===== src/rtl/core/iab_pkg.sv =====
// ----------------------------------------------------------------------------
// iab_pkg
// Shared widths, codes and reset values of the bitmap index allocator.
// ----------------------------------------------------------------------------
`default_nettype none

package iab_pkg;

   localparam int INDEX_W    = 32;   // index, base and granted index
   localparam int MODE_W     = 3;
   localparam int COUNT_W    = 9;    // slot_count register
   localparam int WORD_BITS  = 32;   // slots per bitmap row
   localparam int BIT_W      = 5;    // log2 of WORD_BITS
   localparam int CSR_ADDR_W = 1;
   localparam int CSR_DATA_W = 32;

   localparam logic [CSR_ADDR_W-1:0] CSR_BASE_INDEX = 1'b0;
   localparam logic [CSR_ADDR_W-1:0] CSR_SLOT_COUNT = 1'b1;

   localparam logic [COUNT_W-1:0] SLOT_COUNT_RESET = 9'd256;

   typedef enum logic [MODE_W-1:0] {
      MODE_ALLOC       = 3'd0,
      MODE_CAPTURE     = 3'd1,
      MODE_RELEASE     = 3'd2,
      MODE_QUERY       = 3'd3,
      MODE_RELEASE_ALL = 3'd4
   } mode_type;

endpackage

`default_nettype wire


===== src/rtl/core/iab_if.sv =====
// ----------------------------------------------------------------------------
// iab_req_if / iab_rsp_if
// Valid/ready channels for allocator requests and responses.
// ----------------------------------------------------------------------------
`default_nettype none

interface iab_req_if import iab_pkg::*; ();
   logic               valid;
   logic               ready;
   logic [MODE_W-1:0]  mode;
   logic [INDEX_W-1:0] req_index;

   modport source (output valid, mode, req_index, input ready);
   modport sink   (input valid, mode, req_index, output ready);
endinterface

interface iab_rsp_if import iab_pkg::*; ();
   logic               valid;
   logic               ready;
   logic [INDEX_W-1:0] granted_index;
   logic               success;
   logic               held;

   modport source (output valid, granted_index, success, held, input ready);
   modport sink   (input valid, granted_index, success, held, output ready);
endinterface

`default_nettype wire


===== src/rtl/core/iab_ram.sv =====
// ----------------------------------------------------------------------------
// iab_ram
// Generic single-write, single-read RAM with registered read data.
// ----------------------------------------------------------------------------
`default_nettype none

module iab_ram #(
   parameter int WIDTH  = 32,
   parameter int DEPTH  = 8,
   parameter int ADDR_W = (DEPTH > 1) ? $clog2(DEPTH) : 1
) (
   input  wire logic              clock,
   input  wire logic              wr_en,
   input  wire logic [ADDR_W-1:0] wr_addr,
   input  wire logic [WIDTH-1:0]  wr_data,
   input  wire logic              rd_en,
   input  wire logic [ADDR_W-1:0] rd_addr,
   output logic      [WIDTH-1:0]  rd_data
);

   logic [WIDTH-1:0] mem [DEPTH];

   always_ff @(posedge clock) begin
      if (wr_en) begin
         mem[wr_addr] <= wr_data;
      end
      if (rd_en) begin
         rd_data <= mem[rd_addr];
      end
   end

endmodule

`default_nettype wire


===== src/rtl/core/index_allocator_bitmap.sv =====
// ----------------------------------------------------------------------------
// index_allocator_bitmap
// Next-fit index allocator over a bitmap of occupied slots kept in a RAM of
// 32-bit rows, searched one row per cycle by a shared mask/priority unit.
// ----------------------------------------------------------------------------
//  channel  dir  handshake      payload
//  req_ch   in   valid/ready    mode, req_index
//  rsp_ch   out  valid/ready    granted_index, success, held
//  csr      in   csr_we         csr_index, csr_wdata (no read-back)
//
//  Allocate searches the bitmap row by row from the cursor's row, wrapping
//  at the last live row and revisiting the start row; ROWS = ceil(MAX_SLOTS/32).
//  Capture, release and query read the row, update it, then respond.
//  Release-all clears one row a cycle, then responds.
//  After reset a clearing pass over all ROWS rows runs before req_ch.ready rises.
//  A new request is taken while a response still waits on rsp_ch.
// ----------------------------------------------------------------------------
`default_nettype none

module index_allocator_bitmap import iab_pkg::*; #(
   parameter int MAX_SLOTS = 256
) (
   input  wire logic                  clock,
   input  wire logic                  reset,
   iab_req_if.sink                    req_ch,
   iab_rsp_if.source                  rsp_ch,
   input  wire logic                  csr_we,
   input  wire logic [CSR_ADDR_W-1:0] csr_index,
   input  wire logic [CSR_DATA_W-1:0] csr_wdata
);

   localparam int ROWS  = (MAX_SLOTS + WORD_BITS - 1) / WORD_BITS;
   localparam int RAW   = (ROWS > 1) ? $clog2(ROWS) : 1;
   localparam int SW    = $clog2(MAX_SLOTS);
   localparam logic [RAW-1:0] LAST_ROW = RAW'(ROWS - 1);

   typedef enum logic [2:0] {
      S_CLEAR,
      S_IDLE,
      S_GIVEN,
      S_SEARCH,
      S_RESP
   } state_type;

   state_type              state_ff, state_in;
   logic [INDEX_W-1:0]     base_ff, base_in;
   logic [COUNT_W-1:0]     count_ff, count_in;
   logic [SW-1:0]          cursor_ff, cursor_in;
   logic [RAW-1:0]         row_ff, row_in;
   logic [RAW-1:0]         start_row_ff, start_row_in;
   logic [BIT_W-1:0]       bit_ff, bit_in;
   logic                   first_ff, first_in;
   logic                   final_ff, final_in;
   logic                   inrng_ff, inrng_in;
   logic [MODE_W-1:0]      mode_ff, mode_in;
   logic                   clr_req_ff, clr_req_in;
   logic [INDEX_W-1:0]     res_granted_ff, res_granted_in;
   logic                   res_success_ff, res_success_in;
   logic                   res_held_ff, res_held_in;
   logic                   rsp_valid_ff, rsp_valid_in;
   logic [INDEX_W-1:0]     rsp_granted_ff, rsp_granted_in;
   logic                   rsp_success_ff, rsp_success_in;
   logic                   rsp_held_ff, rsp_held_in;

   logic                   ram_we;
   logic [RAW-1:0]         ram_waddr;
   logic [WORD_BITS-1:0]   ram_wdata;
   logic                   ram_re;
   logic [RAW-1:0]         ram_raddr;
   logic [WORD_BITS-1:0]   ram_rdata;

   logic [31:0]            live32;
   logic [31:0]            off32;
   logic                   in_rng;
   logic [31:0]            lr32;
   logic [BIT_W-1:0]       last_bit;
   logic [31:0]            start32;
   logic [31:0]            row32;
   logic [WORD_BITS-1:0]   live_mask;
   logic [WORD_BITS-1:0]   pass_mask;
   logic [WORD_BITS-1:0]   free_bits;
   logic [BIT_W-1:0]       ff_bit;
   logic                   any_free;
   logic [31:0]            hit_slot32;
   logic [RAW-1:0]         next_row;
   logic [WORD_BITS-1:0]   bit_sel;
   logic                   bit_held;
   logic                   rsp_load;

   iab_ram #(
      .WIDTH (WORD_BITS),
      .DEPTH (ROWS),
      .ADDR_W(RAW)
   ) u_bitmap (
      .clock  (clock),
      .wr_en  (ram_we),
      .wr_addr(ram_waddr),
      .wr_data(ram_wdata),
      .rd_en  (ram_re),
      .rd_addr(ram_raddr),
      .rd_data(ram_rdata)
   );

   // live count, window offset and search bounds
   always_comb begin
      if (count_ff == '0) begin
         live32 = 32'd1;
      end else if (32'(count_ff) > 32'(MAX_SLOTS)) begin
         live32 = 32'(MAX_SLOTS);
      end else begin
         live32 = 32'(count_ff);
      end
      off32    = req_ch.req_index - base_ff;
      in_rng   = off32 < live32;
      lr32     = (live32 - 32'd1) >> BIT_W;
      last_bit = BIT_W'(live32 - 32'd1);
      start32  = (32'(cursor_ff) < live32) ? 32'(cursor_ff) : 32'd0;
      row32    = 32'(row_ff);
   end

   // shared row unit: mask, find first free slot
   always_comb begin
      for (int b = 0; b < WORD_BITS; b++) begin
         if (row32 < lr32) begin
            live_mask[b] = 1'b1;
         end else if (row32 == lr32) begin
            live_mask[b] = BIT_W'(b) <= last_bit;
         end else begin
            live_mask[b] = 1'b0;
         end
         if (first_ff) begin
            pass_mask[b] = BIT_W'(b) >= bit_ff;
         end else if (final_ff) begin
            pass_mask[b] = BIT_W'(b) < bit_ff;
         end else begin
            pass_mask[b] = 1'b1;
         end
      end
      free_bits = ~ram_rdata & live_mask & pass_mask;
      any_free  = |free_bits;
      ff_bit    = '0;
      for (int b = WORD_BITS - 1; b >= 0; b--) begin
         if (free_bits[b]) begin
            ff_bit = BIT_W'(b);
         end
      end
      hit_slot32 = (row32 << BIT_W) | 32'(ff_bit);
      next_row   = (row32 == lr32) ? '0 : RAW'(row32 + 32'd1);
      bit_sel    = WORD_BITS'(1) << bit_ff;
      bit_held   = |(ram_rdata & bit_sel);
   end

   assign req_ch.ready         = (state_ff == S_IDLE);
   assign rsp_ch.valid         = rsp_valid_ff;
   assign rsp_ch.granted_index = rsp_granted_ff;
   assign rsp_ch.success       = rsp_success_ff;
   assign rsp_ch.held          = rsp_held_ff;

   always_comb begin
      state_in       = state_ff;
      base_in        = base_ff;
      count_in       = count_ff;
      cursor_in      = cursor_ff;
      row_in         = row_ff;
      start_row_in   = start_row_ff;
      bit_in         = bit_ff;
      first_in       = first_ff;
      final_in       = final_ff;
      inrng_in       = inrng_ff;
      mode_in        = mode_ff;
      clr_req_in     = clr_req_ff;
      res_granted_in = res_granted_ff;
      res_success_in = res_success_ff;
      res_held_in    = res_held_ff;
      ram_we         = 1'b0;
      ram_waddr      = row_ff;
      ram_wdata      = ram_rdata;
      ram_re         = 1'b0;
      ram_raddr      = row_ff;
      rsp_load       = 1'b0;

      if (csr_we) begin
         case (csr_index)
            CSR_BASE_INDEX: base_in  = csr_wdata;
            CSR_SLOT_COUNT: count_in = csr_wdata[COUNT_W-1:0];
            default: ;
         endcase
      end

      case (state_ff)
         S_CLEAR: begin
            ram_we    = 1'b1;
            ram_waddr = row_ff;
            ram_wdata = '0;
            row_in    = row_ff + RAW'(1);
            if (row_ff == LAST_ROW) begin
               state_in = clr_req_ff ? S_RESP : S_IDLE;
            end
         end
         S_IDLE: begin
            if (req_ch.valid) begin
               mode_in        = req_ch.mode;
               res_granted_in = '0;
               res_success_in = 1'b0;
               res_held_in    = 1'b0;
               case (mode_type'(req_ch.mode))
                  MODE_ALLOC: begin
                     row_in       = RAW'(start32 >> BIT_W);
                     start_row_in = RAW'(start32 >> BIT_W);
                     bit_in       = BIT_W'(start32);
                     first_in     = 1'b1;
                     final_in     = 1'b0;
                     ram_re       = 1'b1;
                     ram_raddr    = RAW'(start32 >> BIT_W);
                     state_in     = S_SEARCH;
                  end
                  MODE_CAPTURE, MODE_RELEASE, MODE_QUERY: begin
                     row_in    = RAW'(off32 >> BIT_W);
                     bit_in    = BIT_W'(off32);
                     inrng_in  = in_rng;
                     ram_re    = in_rng;
                     ram_raddr = RAW'(off32 >> BIT_W);
                     state_in  = S_GIVEN;
                  end
                  MODE_RELEASE_ALL: begin
                     row_in         = '0;
                     clr_req_in     = 1'b1;
                     res_success_in = 1'b1;
                     state_in       = S_CLEAR;
                  end
                  default: begin
                     state_in = S_RESP;
                  end
               endcase
            end
         end
         S_GIVEN: begin
            state_in = S_RESP;
            if (inrng_ff) begin
               case (mode_type'(mode_ff))
                  MODE_CAPTURE: begin
                     if (!bit_held) begin
                        ram_we         = 1'b1;
                        ram_wdata      = ram_rdata | bit_sel;
                        res_success_in = 1'b1;
                     end
                  end
                  MODE_RELEASE: begin
                     ram_we         = 1'b1;
                     ram_wdata      = ram_rdata & ~bit_sel;
                     res_success_in = 1'b1;
                  end
                  MODE_QUERY: begin
                     res_held_in = bit_held;
                  end
                  default: ;
               endcase
            end
         end
         S_SEARCH: begin
            first_in = 1'b0;
            if (any_free) begin
               ram_we         = 1'b1;
               ram_wdata      = ram_rdata | (WORD_BITS'(1) << ff_bit);
               cursor_in      = SW'(hit_slot32);
               res_granted_in = base_ff + hit_slot32;
               res_success_in = 1'b1;
               state_in       = S_RESP;
            end else if (final_ff) begin
               // every live slot full: leave bits and cursor alone
               state_in = S_RESP;
            end else begin
               ram_re    = 1'b1;
               ram_raddr = next_row;
               row_in    = next_row;
               final_in  = (next_row == start_row_ff);
            end
         end
         S_RESP: begin
            // hold until the response register is free
            if (!rsp_valid_ff || rsp_ch.ready) begin
               rsp_load   = 1'b1;
               clr_req_in = 1'b0;
               state_in   = S_IDLE;
            end
         end
         default: begin
            state_in = S_IDLE;
         end
      endcase

      if (rsp_load) begin
         rsp_valid_in   = 1'b1;
         rsp_granted_in = res_granted_ff;
         rsp_success_in = res_success_ff;
         rsp_held_in    = res_held_ff;
      end else begin
         rsp_valid_in   = rsp_valid_ff && !rsp_ch.ready;
         rsp_granted_in = rsp_granted_ff;
         rsp_success_in = rsp_success_ff;
         rsp_held_in    = rsp_held_ff;
      end
   end

   always_ff @(posedge clock) begin
      if (reset) begin
         state_ff     <= S_CLEAR;
         base_ff      <= '0;
         count_ff     <= SLOT_COUNT_RESET;
         cursor_ff    <= '0;
         row_ff       <= '0;
         first_ff     <= 1'b0;
         final_ff     <= 1'b0;
         clr_req_ff   <= 1'b0;
         rsp_valid_ff <= 1'b0;
      end else begin
         state_ff     <= state_in;
         base_ff      <= base_in;
         count_ff     <= count_in;
         cursor_ff    <= cursor_in;
         row_ff       <= row_in;
         first_ff     <= first_in;
         final_ff     <= final_in;
         clr_req_ff   <= clr_req_in;
         rsp_valid_ff <= rsp_valid_in;
      end
      start_row_ff   <= start_row_in;
      bit_ff         <= bit_in;
      inrng_ff       <= inrng_in;
      mode_ff        <= mode_in;
      res_granted_ff <= res_granted_in;
      res_success_ff <= res_success_in;
      res_held_ff    <= res_held_in;
      rsp_granted_ff <= rsp_granted_in;
      rsp_success_ff <= rsp_success_in;
      rsp_held_ff    <= rsp_held_in;
   end

endmodule

`default_nettype wire

===== src/flat_wrapper.sv =====
// flat-port wrapper written by rule: the top's interface ports become plain ports
module index_allocator_bitmap_flat import iab_pkg::*;
#(
   parameter int MAX_SLOTS = 256
)
  (clock, reset, csr_we, csr_index, csr_wdata, req_ch_valid, req_ch_mode, req_ch_req_index, req_ch_ready, rsp_ch_valid, rsp_ch_granted_index, rsp_ch_success, rsp_ch_held, rsp_ch_ready);
  iab_req_if req_ch_i ();
  iab_rsp_if rsp_ch_i ();
  input  wire logic clock;
  input  wire logic reset;
  input  wire logic csr_we;
  input  wire logic [CSR_ADDR_W-1:0] csr_index;
  input  wire logic [CSR_DATA_W-1:0] csr_wdata;
  input wire logic [$bits(req_ch_i.valid)-1:0] req_ch_valid;
  input wire logic [$bits(req_ch_i.mode)-1:0] req_ch_mode;
  input wire logic [$bits(req_ch_i.req_index)-1:0] req_ch_req_index;
  output wire logic [$bits(req_ch_i.ready)-1:0] req_ch_ready;
  output wire logic [$bits(rsp_ch_i.valid)-1:0] rsp_ch_valid;
  output wire logic [$bits(rsp_ch_i.granted_index)-1:0] rsp_ch_granted_index;
  output wire logic [$bits(rsp_ch_i.success)-1:0] rsp_ch_success;
  output wire logic [$bits(rsp_ch_i.held)-1:0] rsp_ch_held;
  input wire logic [$bits(rsp_ch_i.ready)-1:0] rsp_ch_ready;
  assign req_ch_i.valid = req_ch_valid;
  assign req_ch_i.mode = req_ch_mode;
  assign req_ch_i.req_index = req_ch_req_index;
  assign req_ch_ready = req_ch_i.ready;
  assign rsp_ch_valid = rsp_ch_i.valid;
  assign rsp_ch_granted_index = rsp_ch_i.granted_index;
  assign rsp_ch_success = rsp_ch_i.success;
  assign rsp_ch_held = rsp_ch_i.held;
  assign rsp_ch_i.ready = rsp_ch_ready;
  index_allocator_bitmap #(.MAX_SLOTS(MAX_SLOTS)) u_core (.clock(clock), .reset(reset), .req_ch(req_ch_i), .rsp_ch(rsp_ch_i), .csr_we(csr_we), .csr_index(csr_index), .csr_wdata(csr_wdata));
endmodule

===== config.mk =====
export PLATFORM = sky130hd
export DESIGN_NAME = index_allocator_bitmap_flat
export DESIGN_NICKNAME = d
export VERILOG_FILES = /design/src/rtl/core/iab_pkg.sv /design/src/rtl/core/iab_if.sv /design/src/rtl/core/iab_ram.sv /design/src/rtl/core/index_allocator_bitmap.sv /design/src/flat_wrapper.sv
export SDC_FILE = /design/constraint.sdc
export NUM_CORES = 1
export LEC_CHECK = 0
export BUFFER_PORTS_ARGS = -buffer_cell sky130_fd_sc_hd__buf_4
export CORE_MARGIN = 2
export CORE_UTILIZATION = 40
export DETAILED_ROUTE_END_ITERATION = 16
export GPL_ROUTABILITY_DRIVEN = 0
export SETUP_SLACK_MARGIN = 0.4
export SLEW_MARGIN = 0
export SYNTH_ARGS = -nofsm -noshare
export SYNTH_HDL_FRONTEND = slang
export SYNTH_SLANG_ARGS = --single-unit

===== constraint.sdc =====
create_clock -name clock -period 10.1 [get_ports clock]
set_input_delay 1.01 -clock clock [delete_from_list [all_inputs] [get_ports clock]]
set_output_delay 1.01 -clock clock [all_outputs]
set_load 0.01 [all_outputs]

==> run summary, run 1 <==
Hold Path Class: flop to flop
Post-Synthesis Cells: 2148
Setup TNS: 0 ps
asr flop ratio synth: 0%
htree depth: 2
Core Region: 57900 µm²
die area: 60900 µm²
# hold bufs at CTS: 0
Reg-to-Reg End: u_core.res_granted_ff[28]
vias in the first global route: 16900
final hold violations: 0
top-count cell post-synth: edfxtp_1
# setup viols final: 0
post-layout util: 45.8%
worst-case reg-to-reg path depth: 27
Startpoint Class: flop
#FFs+latches synth: 427
post-synth cell types: 90
setup bufs post-CTS: 0
MaxCap Viol Count: 0
Routed wire per std cell: 21.9 µm
RSZ-0062 raised after global routing: false
IO Pins: 109
Pwr per Cell Area: 161 nW/µm²
CTS tree: yes
area leader, netlist: edfxtp_1
die boundary width: 247 µm
Crit. End Element: flop
Worst Max-Slew Pin Slew: 1250 ps
syn avg cell area: 11.0 µm²
routed via count: 17900
Final Cycle Share: 85.2%
Seq/Total Area, Yosys: 51.9%
DR iter-0 viols: 2011
fraction of layout cells with a size suffix above 1: 12.3%
Fmax achieved: 0.116 GHz
min-delay src: u_core.res_granted_ff[0]
clk buf depth: 3
Die Span Y: 247 µm
Clock Root Buffer: clkbuf_16
Crit Path Class: flop to flop
GRT Residual Overflow: 0
worst hold stages: 0
min Tclk post-route: 8610 ps
Fill cells: 5359
port bufs: 108
total wire length: 65.8 mm
PostCTS Resize Cnt: 0
Synth warnings: 0
reg2reg start: u_core.count_ff[8]
GRT Total Usage: 21.3%
Synth Flop Type: edfxtp_1
Clock Skews: 26.9 ps
clock sinks: 427
Site Rows: 88
Final nets: 2344
first-pass GRT wire length: 100 mm
Initial Utilization: 40.7%
Vias/cell: 5.96
Arr. time, crit path: 8940 ps
DR pass1 iterations: 6
post-synth top area share: 46.9%
clk slew on worst S/H paths: 60 ps
Hold Path End: u_core.rsp_ch.granted_index[0]
Reg2Reg Setup Slack: 1490 ps
largest net degree at the start of global routing: 101
dpl hpwl: 45.5 mm
initial antenna violation count: 1
Placed Area: 25000 µm²
top cells by count, synth: edfxtp_1 (368), nand2_1 (216), mux2i_1 (204)
Clock Latency Late Sink: 600 ps
syn_nets: 2285
WP data required: 10440 ps
final routed DRC violation total: 0
TritonCTS Buffers: 46
status: finished, final reports clean
Rel. slew slack: 15.4%
VDD IR max: 133 µV
post-route cell area: 26500 µm²
number of synthesized flops with an enable pin: 368
Syn-to-layout area delta: 12.5%
max-slew violations: 0
mapped cell area: 23600 µm²
antenna-violating nets left: 0
top post-synthesis cells by area: edfxtp_1 (47%), mux2i_1 (8.7%), dfxtp_1 (5.0%)
Pleak: 9.46 nW
CP max FO: 24
-- registers in the layout, summed over array words and instances, names as in the netlist --
name / cells
u_core.inrng_ff: 1
u_core.bit_ff: 5
u_core.mode_ff: 3
u_core.res_granted_ff: 32
u_core.u_bitmap.mem: 256
u_core.start_row_ff: 3
u_core.final_ff: 1
u_core.first_ff: 1
u_core.count_ff: 9
u_core.rsp_ch.granted_index: 32
u_core.cursor_ff: 8
u_core.res_held_ff: 1
u_core.res_success_ff: 1
u_core.clr_req_ff: 1
u_core.ram_waddr: 3
u_core.rsp_ch.success: 1
u_core.state_ff: 3
u_core.base_ff: 32
u_core.u_bitmap.rd_data: 32
u_core.rsp_ch.valid: 1
u_core.rsp_ch.held: 1
-- layout by cell type, fill, tap and decap left out, types with 9 or more instances in the layout --
master | Yosys | routed
mux2_2 | 36 | 36
nor4_1 | 9 | 9
ha_1 | 62 | 62
clkbuf_16 | 0 | 47
nand4_1 | 20 | 20
dfxtp_1 | 59 | 59
or2_2 | 10 | 10
buf_4 | 2 | 131
o2111ai_1 | 9 | 9
a311oi_1 | 11 | 11
o221ai_1 | 22 | 22
o21a_1 | 24 | 24
a21oi_1 | 150 | 149
or3_1 | 28 | 28
and2_1 | 16 | 16
nand3_1 | 49 | 49
inv_1 | 78 | 78
a22oi_1 | 13 | 13
nand2_1 | 216 | 216
and3_1 | 15 | 15
xnor2_1 | 23 | 23
edfxtp_1 | 368 | 368
o21ai_0 | 108 | 108
nor2b_1 | 26 | 25
a21o_1 | 22 | 22
nor3_1 | 53 | 51
o22ai_1 | 9 | 9
nand2b_1 | 17 | 17
or4_1 | 10 | 10
clkbuf_1 | 82 | 15
a211oi_1 | 23 | 23
mux2i_1 | 204 | 204
nor2_1 | 130 | 124
a31oi_1 | 21 | 21
o211ai_1 | 14 | 14
-- worst max-delay path, cell delays in order, from the launching register on --
cell and delay [ps]:
dfxtp_1 840, inv_1 400, a32o_1 480, inv_1 140, ha_1 570, or4b_1 620, o211ai_4 580, nand3_1 440
o311a_1 290, a31oi_1 160, and4_1 210, o41ai_1 60, a31o_2 310, a21oi_1 550, nand2_1 150, fa_1 390
nor2b_1 160, o21ai_0 110, a21oi_1 260, o21ai_0 160, a21oi_1 200, o21ai_0 90, nand2b_1 110, nand3_1 220
or3_1 440, nor3_1 210, xnor2_1 150, nor2_1 50
-- per-stage QoR --
step / worst slack (ps) / std cells / power [mW] / hold slack (ps)
floorplan: 3080 / 2148 / 2.44 / 400
CTS: 1760 / 3008 / 4.32 / 411
detailed placement: 1750 / 2924 / 2.60 / 405
global route: 920 / 3009 / 4.44 / 421
global placement: 2040 / 2924 / 2.59 / 401
finish: 1490 / 3009 / 4.27 / 411
-- worst max-delay path by stage --
stage / from / end / slack [ps] / depth (start not counted)
6_report: u_core.count_ff[8] / u_core.res_granted_ff[28] / 1490 / 27
5_1_grt: u_core.count_ff[8] / u_core.res_granted_ff[28] / 920 / 30
4_1_cts: u_core.count_ff[8] / u_core.res_granted_ff[28] / 1760 / 27
3_5_place_dp: u_core.count_ff[8] / u_core.res_granted_ff[28] / 1750 / 27
3_3_place_gp: u_core.count_ff[8] / u_core.res_granted_ff[28] / 2040 / 27
2_1_floorplan: u_core.count_ff[8] / u_core.u_bitmap.mem[1][0] / 3080 / 23
-- cell families (layout without fill, tap and decap cells) --
family,Yosys count,count (layout),share of synthesized area [%]
buffers and inverters,200,295,3.99
DFF,427,427,51.9
AOI/OAI and AO/OA,552,552,15.9
adders and majority gates,64,64,3.46
xor gates and xnor gates,29,29,1.08
and+or+nand+nor,636,636,13.2
other,0,1,0
muxes,240,240,10.4
-- per-layer routing --
metal	part of all wire [%]	vias up	global-route usage [%]
met4	2.2	0	5.88
met1	44	8775	29.9
met3	7.7	106	3.43
met2	46	743	34.0
li1	-	8308	-
met5	0	-	0
-- area by class of cell --
class | count | area (µm²) | share of cell area, %
clock buffer | 63 | 1250 | 4.70
clock inverter | 21 | 295 | 1.11
tap | 765 | 957 | 3.61
inverter | 79 | 297 | 1.12
timing repair buffer | 132 | 1000 | 3.79
sequential | 427 | 12200 | 46.1
antenna | 1 | 2.50 | 0.00944
multi-input combinational | 1521 | 10500 | 39.5
-- where the power goes --
| part | internal, mW | total, mW | switching (mW) |
|---|---|---|---|
| sequential | 1.98 | 2.01 | 0.0327 |
| combinational | 0.221 | 0.552 | 0.331 |
| clock | 1.02 | 1.71 | 0.687 |
(Power assumes the default switching activity.)
==> run 2: changes to the inputs <==
--- a/config.mk
+++ b/config.mk
@@ -8,10 +8,11 @@
 export BUFFER_PORTS_ARGS = -buffer_cell sky130_fd_sc_hd__buf_4
 export CORE_MARGIN = 2
 export CORE_UTILIZATION = 40
+export CTS_BUF_LIST = sky130_fd_sc_hd__clkbuf_8
 export DETAILED_ROUTE_END_ITERATION = 16
 export GPL_ROUTABILITY_DRIVEN = 0
 export SETUP_SLACK_MARGIN = 0.4
-export SLEW_MARGIN = 0
+export SLEW_MARGIN = 20
 export SYNTH_ARGS = -nofsm -noshare
 export SYNTH_HDL_FRONTEND = slang
 export SYNTH_SLANG_ARGS = --single-unit
==> run summary, run 2 (synthesis results as in run 1) <==
status: finished, final reports clean
Fmax achieved: 0.116 GHz (-0.22%)
VDD IR max: 130 µV (-2.2%)
Final nets: 2374 (+1.3%)
Placed Area: 25000 µm² (about the same)
DR pass1 iterations: 6 (unchanged)
total wire length: 66.3 mm (+0.64%)
Hold Path Class: flop to flop
die boundary width: 247 µm (unchanged)
antenna-violating nets left: 0 (unchanged)
Clock Root Buffer: clkbuf_8
DR iter-0 viols: 1813 (-9.8%)
# hold bufs at CTS: 0 (unchanged)
Setup WS post-layout: 1470 ps (-18.9 ps)
Reg-to-Reg End: u_core.res_granted_ff[28]
max-slew violations: 0 (unchanged)
commonest non-fill, non-tap cell in the layout: edfxtp_1
Most flops, register: u_core.u_bitmap.mem
Setup TNS: 0 ps (unchanged)
clk slew on worst S/H paths: 60 ps (about the same)
min Tclk post-route: 8630 ps (+18.9 ps)
dpl hpwl: 45.5 mm (about the same)
Hold Worst Slack: 414 ps (+2.27 ps)
most frequent cells in the layout: edfxtp_1 (368), nand2_1 (216), mux2i_1 (204)
first-pass GRT wire length: 101 mm (+0.96%)
setup bufs post-CTS: 0 (unchanged)
Rel. slew slack: 18.1% (+2.7 points)
CTS tree: yes
Final Cycle Share: 85.4% (+0.19 points)
fraction of layout cells with a size suffix above 1: 14.0% (+1.7 points)
initial antenna violation count: 2 (+1)
TritonCTS Buffers: 74 (+61%)
Pleak: 9.56 nW (+1.1%)
port bufs: 108 (unchanged)
Site Rows: 88 (unchanged)
htree depth: 3 (+1)
min-delay src: u_core.res_granted_ff[10]
Die Span Y: 247 µm (unchanged)
clk buf depth: 3 (unchanged)
pre-CTS WS: 1750 ps (-8.28 ps)
# setup viols final: 0 (unchanged)
IO Pins: 109 (unchanged)
final routed DRC violation total: 0 (unchanged)
CP max FO: 24 (unchanged)
Crit Path Class: flop to flop
post-layout util: 45.8% (about the same)
Arr. time, crit path: 9020 ps (+80 ps)
reg2reg start: u_core.count_ff[8]
routed via count: 18100 (+1.1%)
WP data required: 10490 ps (+50 ps)
Worst Max-Slew Pin Slew: 1230 ps (-23.9 ps)
vias in the first global route: 17300 (+2.0%)
Routed wire per std cell: 21.7 µm (-1.0%)
Syn-to-layout area delta: 12.5% (about the same)
GRT Residual Overflow: 0 (unchanged)
Startpoint Class: flop
RSZ-0062 raised after global routing: false
largest net degree at the start of global routing: 101 (unchanged)
clock sinks: 427 (unchanged)
Hold Path End: u_core.rsp_ch.granted_index[10]
MaxCap Viol Count: 0 (unchanged)
Clock Latency Late Sink: 660 ps (+60 ps)
Vias/cell: 5.93 (-0.58%)
post-route cell area: 26500 µm² (about the same)
Crit. End Element: flop
worst hold stages: 0 (unchanged)
Clock Skews: 36.1 ps (+9.19 ps)
die area: 60900 µm² (unchanged)
Reg2Reg Setup Slack: 1470 ps (-20 ps)
Initial Utilization: 40.7% (unchanged)
Core Region: 57900 µm² (unchanged)
max reg flops: 256 (unchanged)
Pwr per Cell Area: 158 nW/µm² (-2.2%)
GRT Total Usage: 21.6% (+0.32 points)
PostCTS Resize Cnt: 0 (unchanged)
final hold violations: 0 (unchanged)
worst-case reg-to-reg path depth: 27 (unchanged)
[run 2: per-layer routing]
layer  share of wire (%)  GRT usage [%]
met5                   0              0
met3                 7.8           4.37
met4                 3.2           7.85
met1                  44           29.7
met2                  45           33.7
[run 2: layout make-up]
cell class | count | area (µm²)
Antenna cell | 2 | 5.00
Tap cell | 765 | 957
Fill cell | 5419 | 31400
Sequential cell | 427 | 12200
Clock buffer | 76 | 1050
Multi-Input combinational cell | 1521 | 10500
Clock inverter | 55 | 459
Timing Repair Buffer | 134 | 1040
Inverter | 79 | 297
[run 2: worst max path at each step]
stage / end / cells past startpoint / slack [ps] / start
floorplan: u_core.u_bitmap.mem[1][0] / 23 / 3080 / u_core.count_ff[8]
global placement: u_core.res_granted_ff[28] / 27 / 2040 / u_core.count_ff[8]
detailed placement: u_core.res_granted_ff[28] / 27 / 1750 / u_core.count_ff[8]
CTS: u_core.res_granted_ff[28] / 27 / 1700 / u_core.count_ff[8]
global route: u_core.res_granted_ff[30] / 29 / 850 / u_core.count_ff[8]
finish: u_core.res_granted_ff[28] / 27 / 1470 / u_core.count_ff[8]
[run 2: critical path, stage by stage (launching register included)]
cell	delay, ps
dfxtp_1	840
inv_1	400
a32o_1	480
inv_1	140
ha_1	540
or4b_1	610
o211ai_4	580
nand3_1	450
o311a_1	290
a31oi_1	160
and4_1	210
o41ai_1	60
a31o_2	310
a21oi_1	590
nand2_1	150
fa_1	390
nor2b_1	160
o21ai_0	120
a21oi_1	240
o21ai_0	150
a21oi_1	200
o21ai_0	90
nand2b_1	110
nand3_1	210
or3_1	450
nor3_1	200
xnor2_1	140
nor2_1	50
[run 2: report_power, final]
part | leakage [nW] | switching, mW | internal [mW]
logic | 4.87 | 0.333 | 0.222
registers | 3.86 | 0.0327 | 1.98
clock network | 0.823 | 0.722 | 0.892
total | 9.56 | 1.09 | 3.09
[run 2: per-stage QoR]
step / power, mW / std cells
floorplan: 2.44 / 2148
global placement: 2.59 / 2924
detailed placement: 2.60 / 2925
CTS: 4.23 / 3056
global route: 4.36 / 3059
finish: 4.18 / 3059
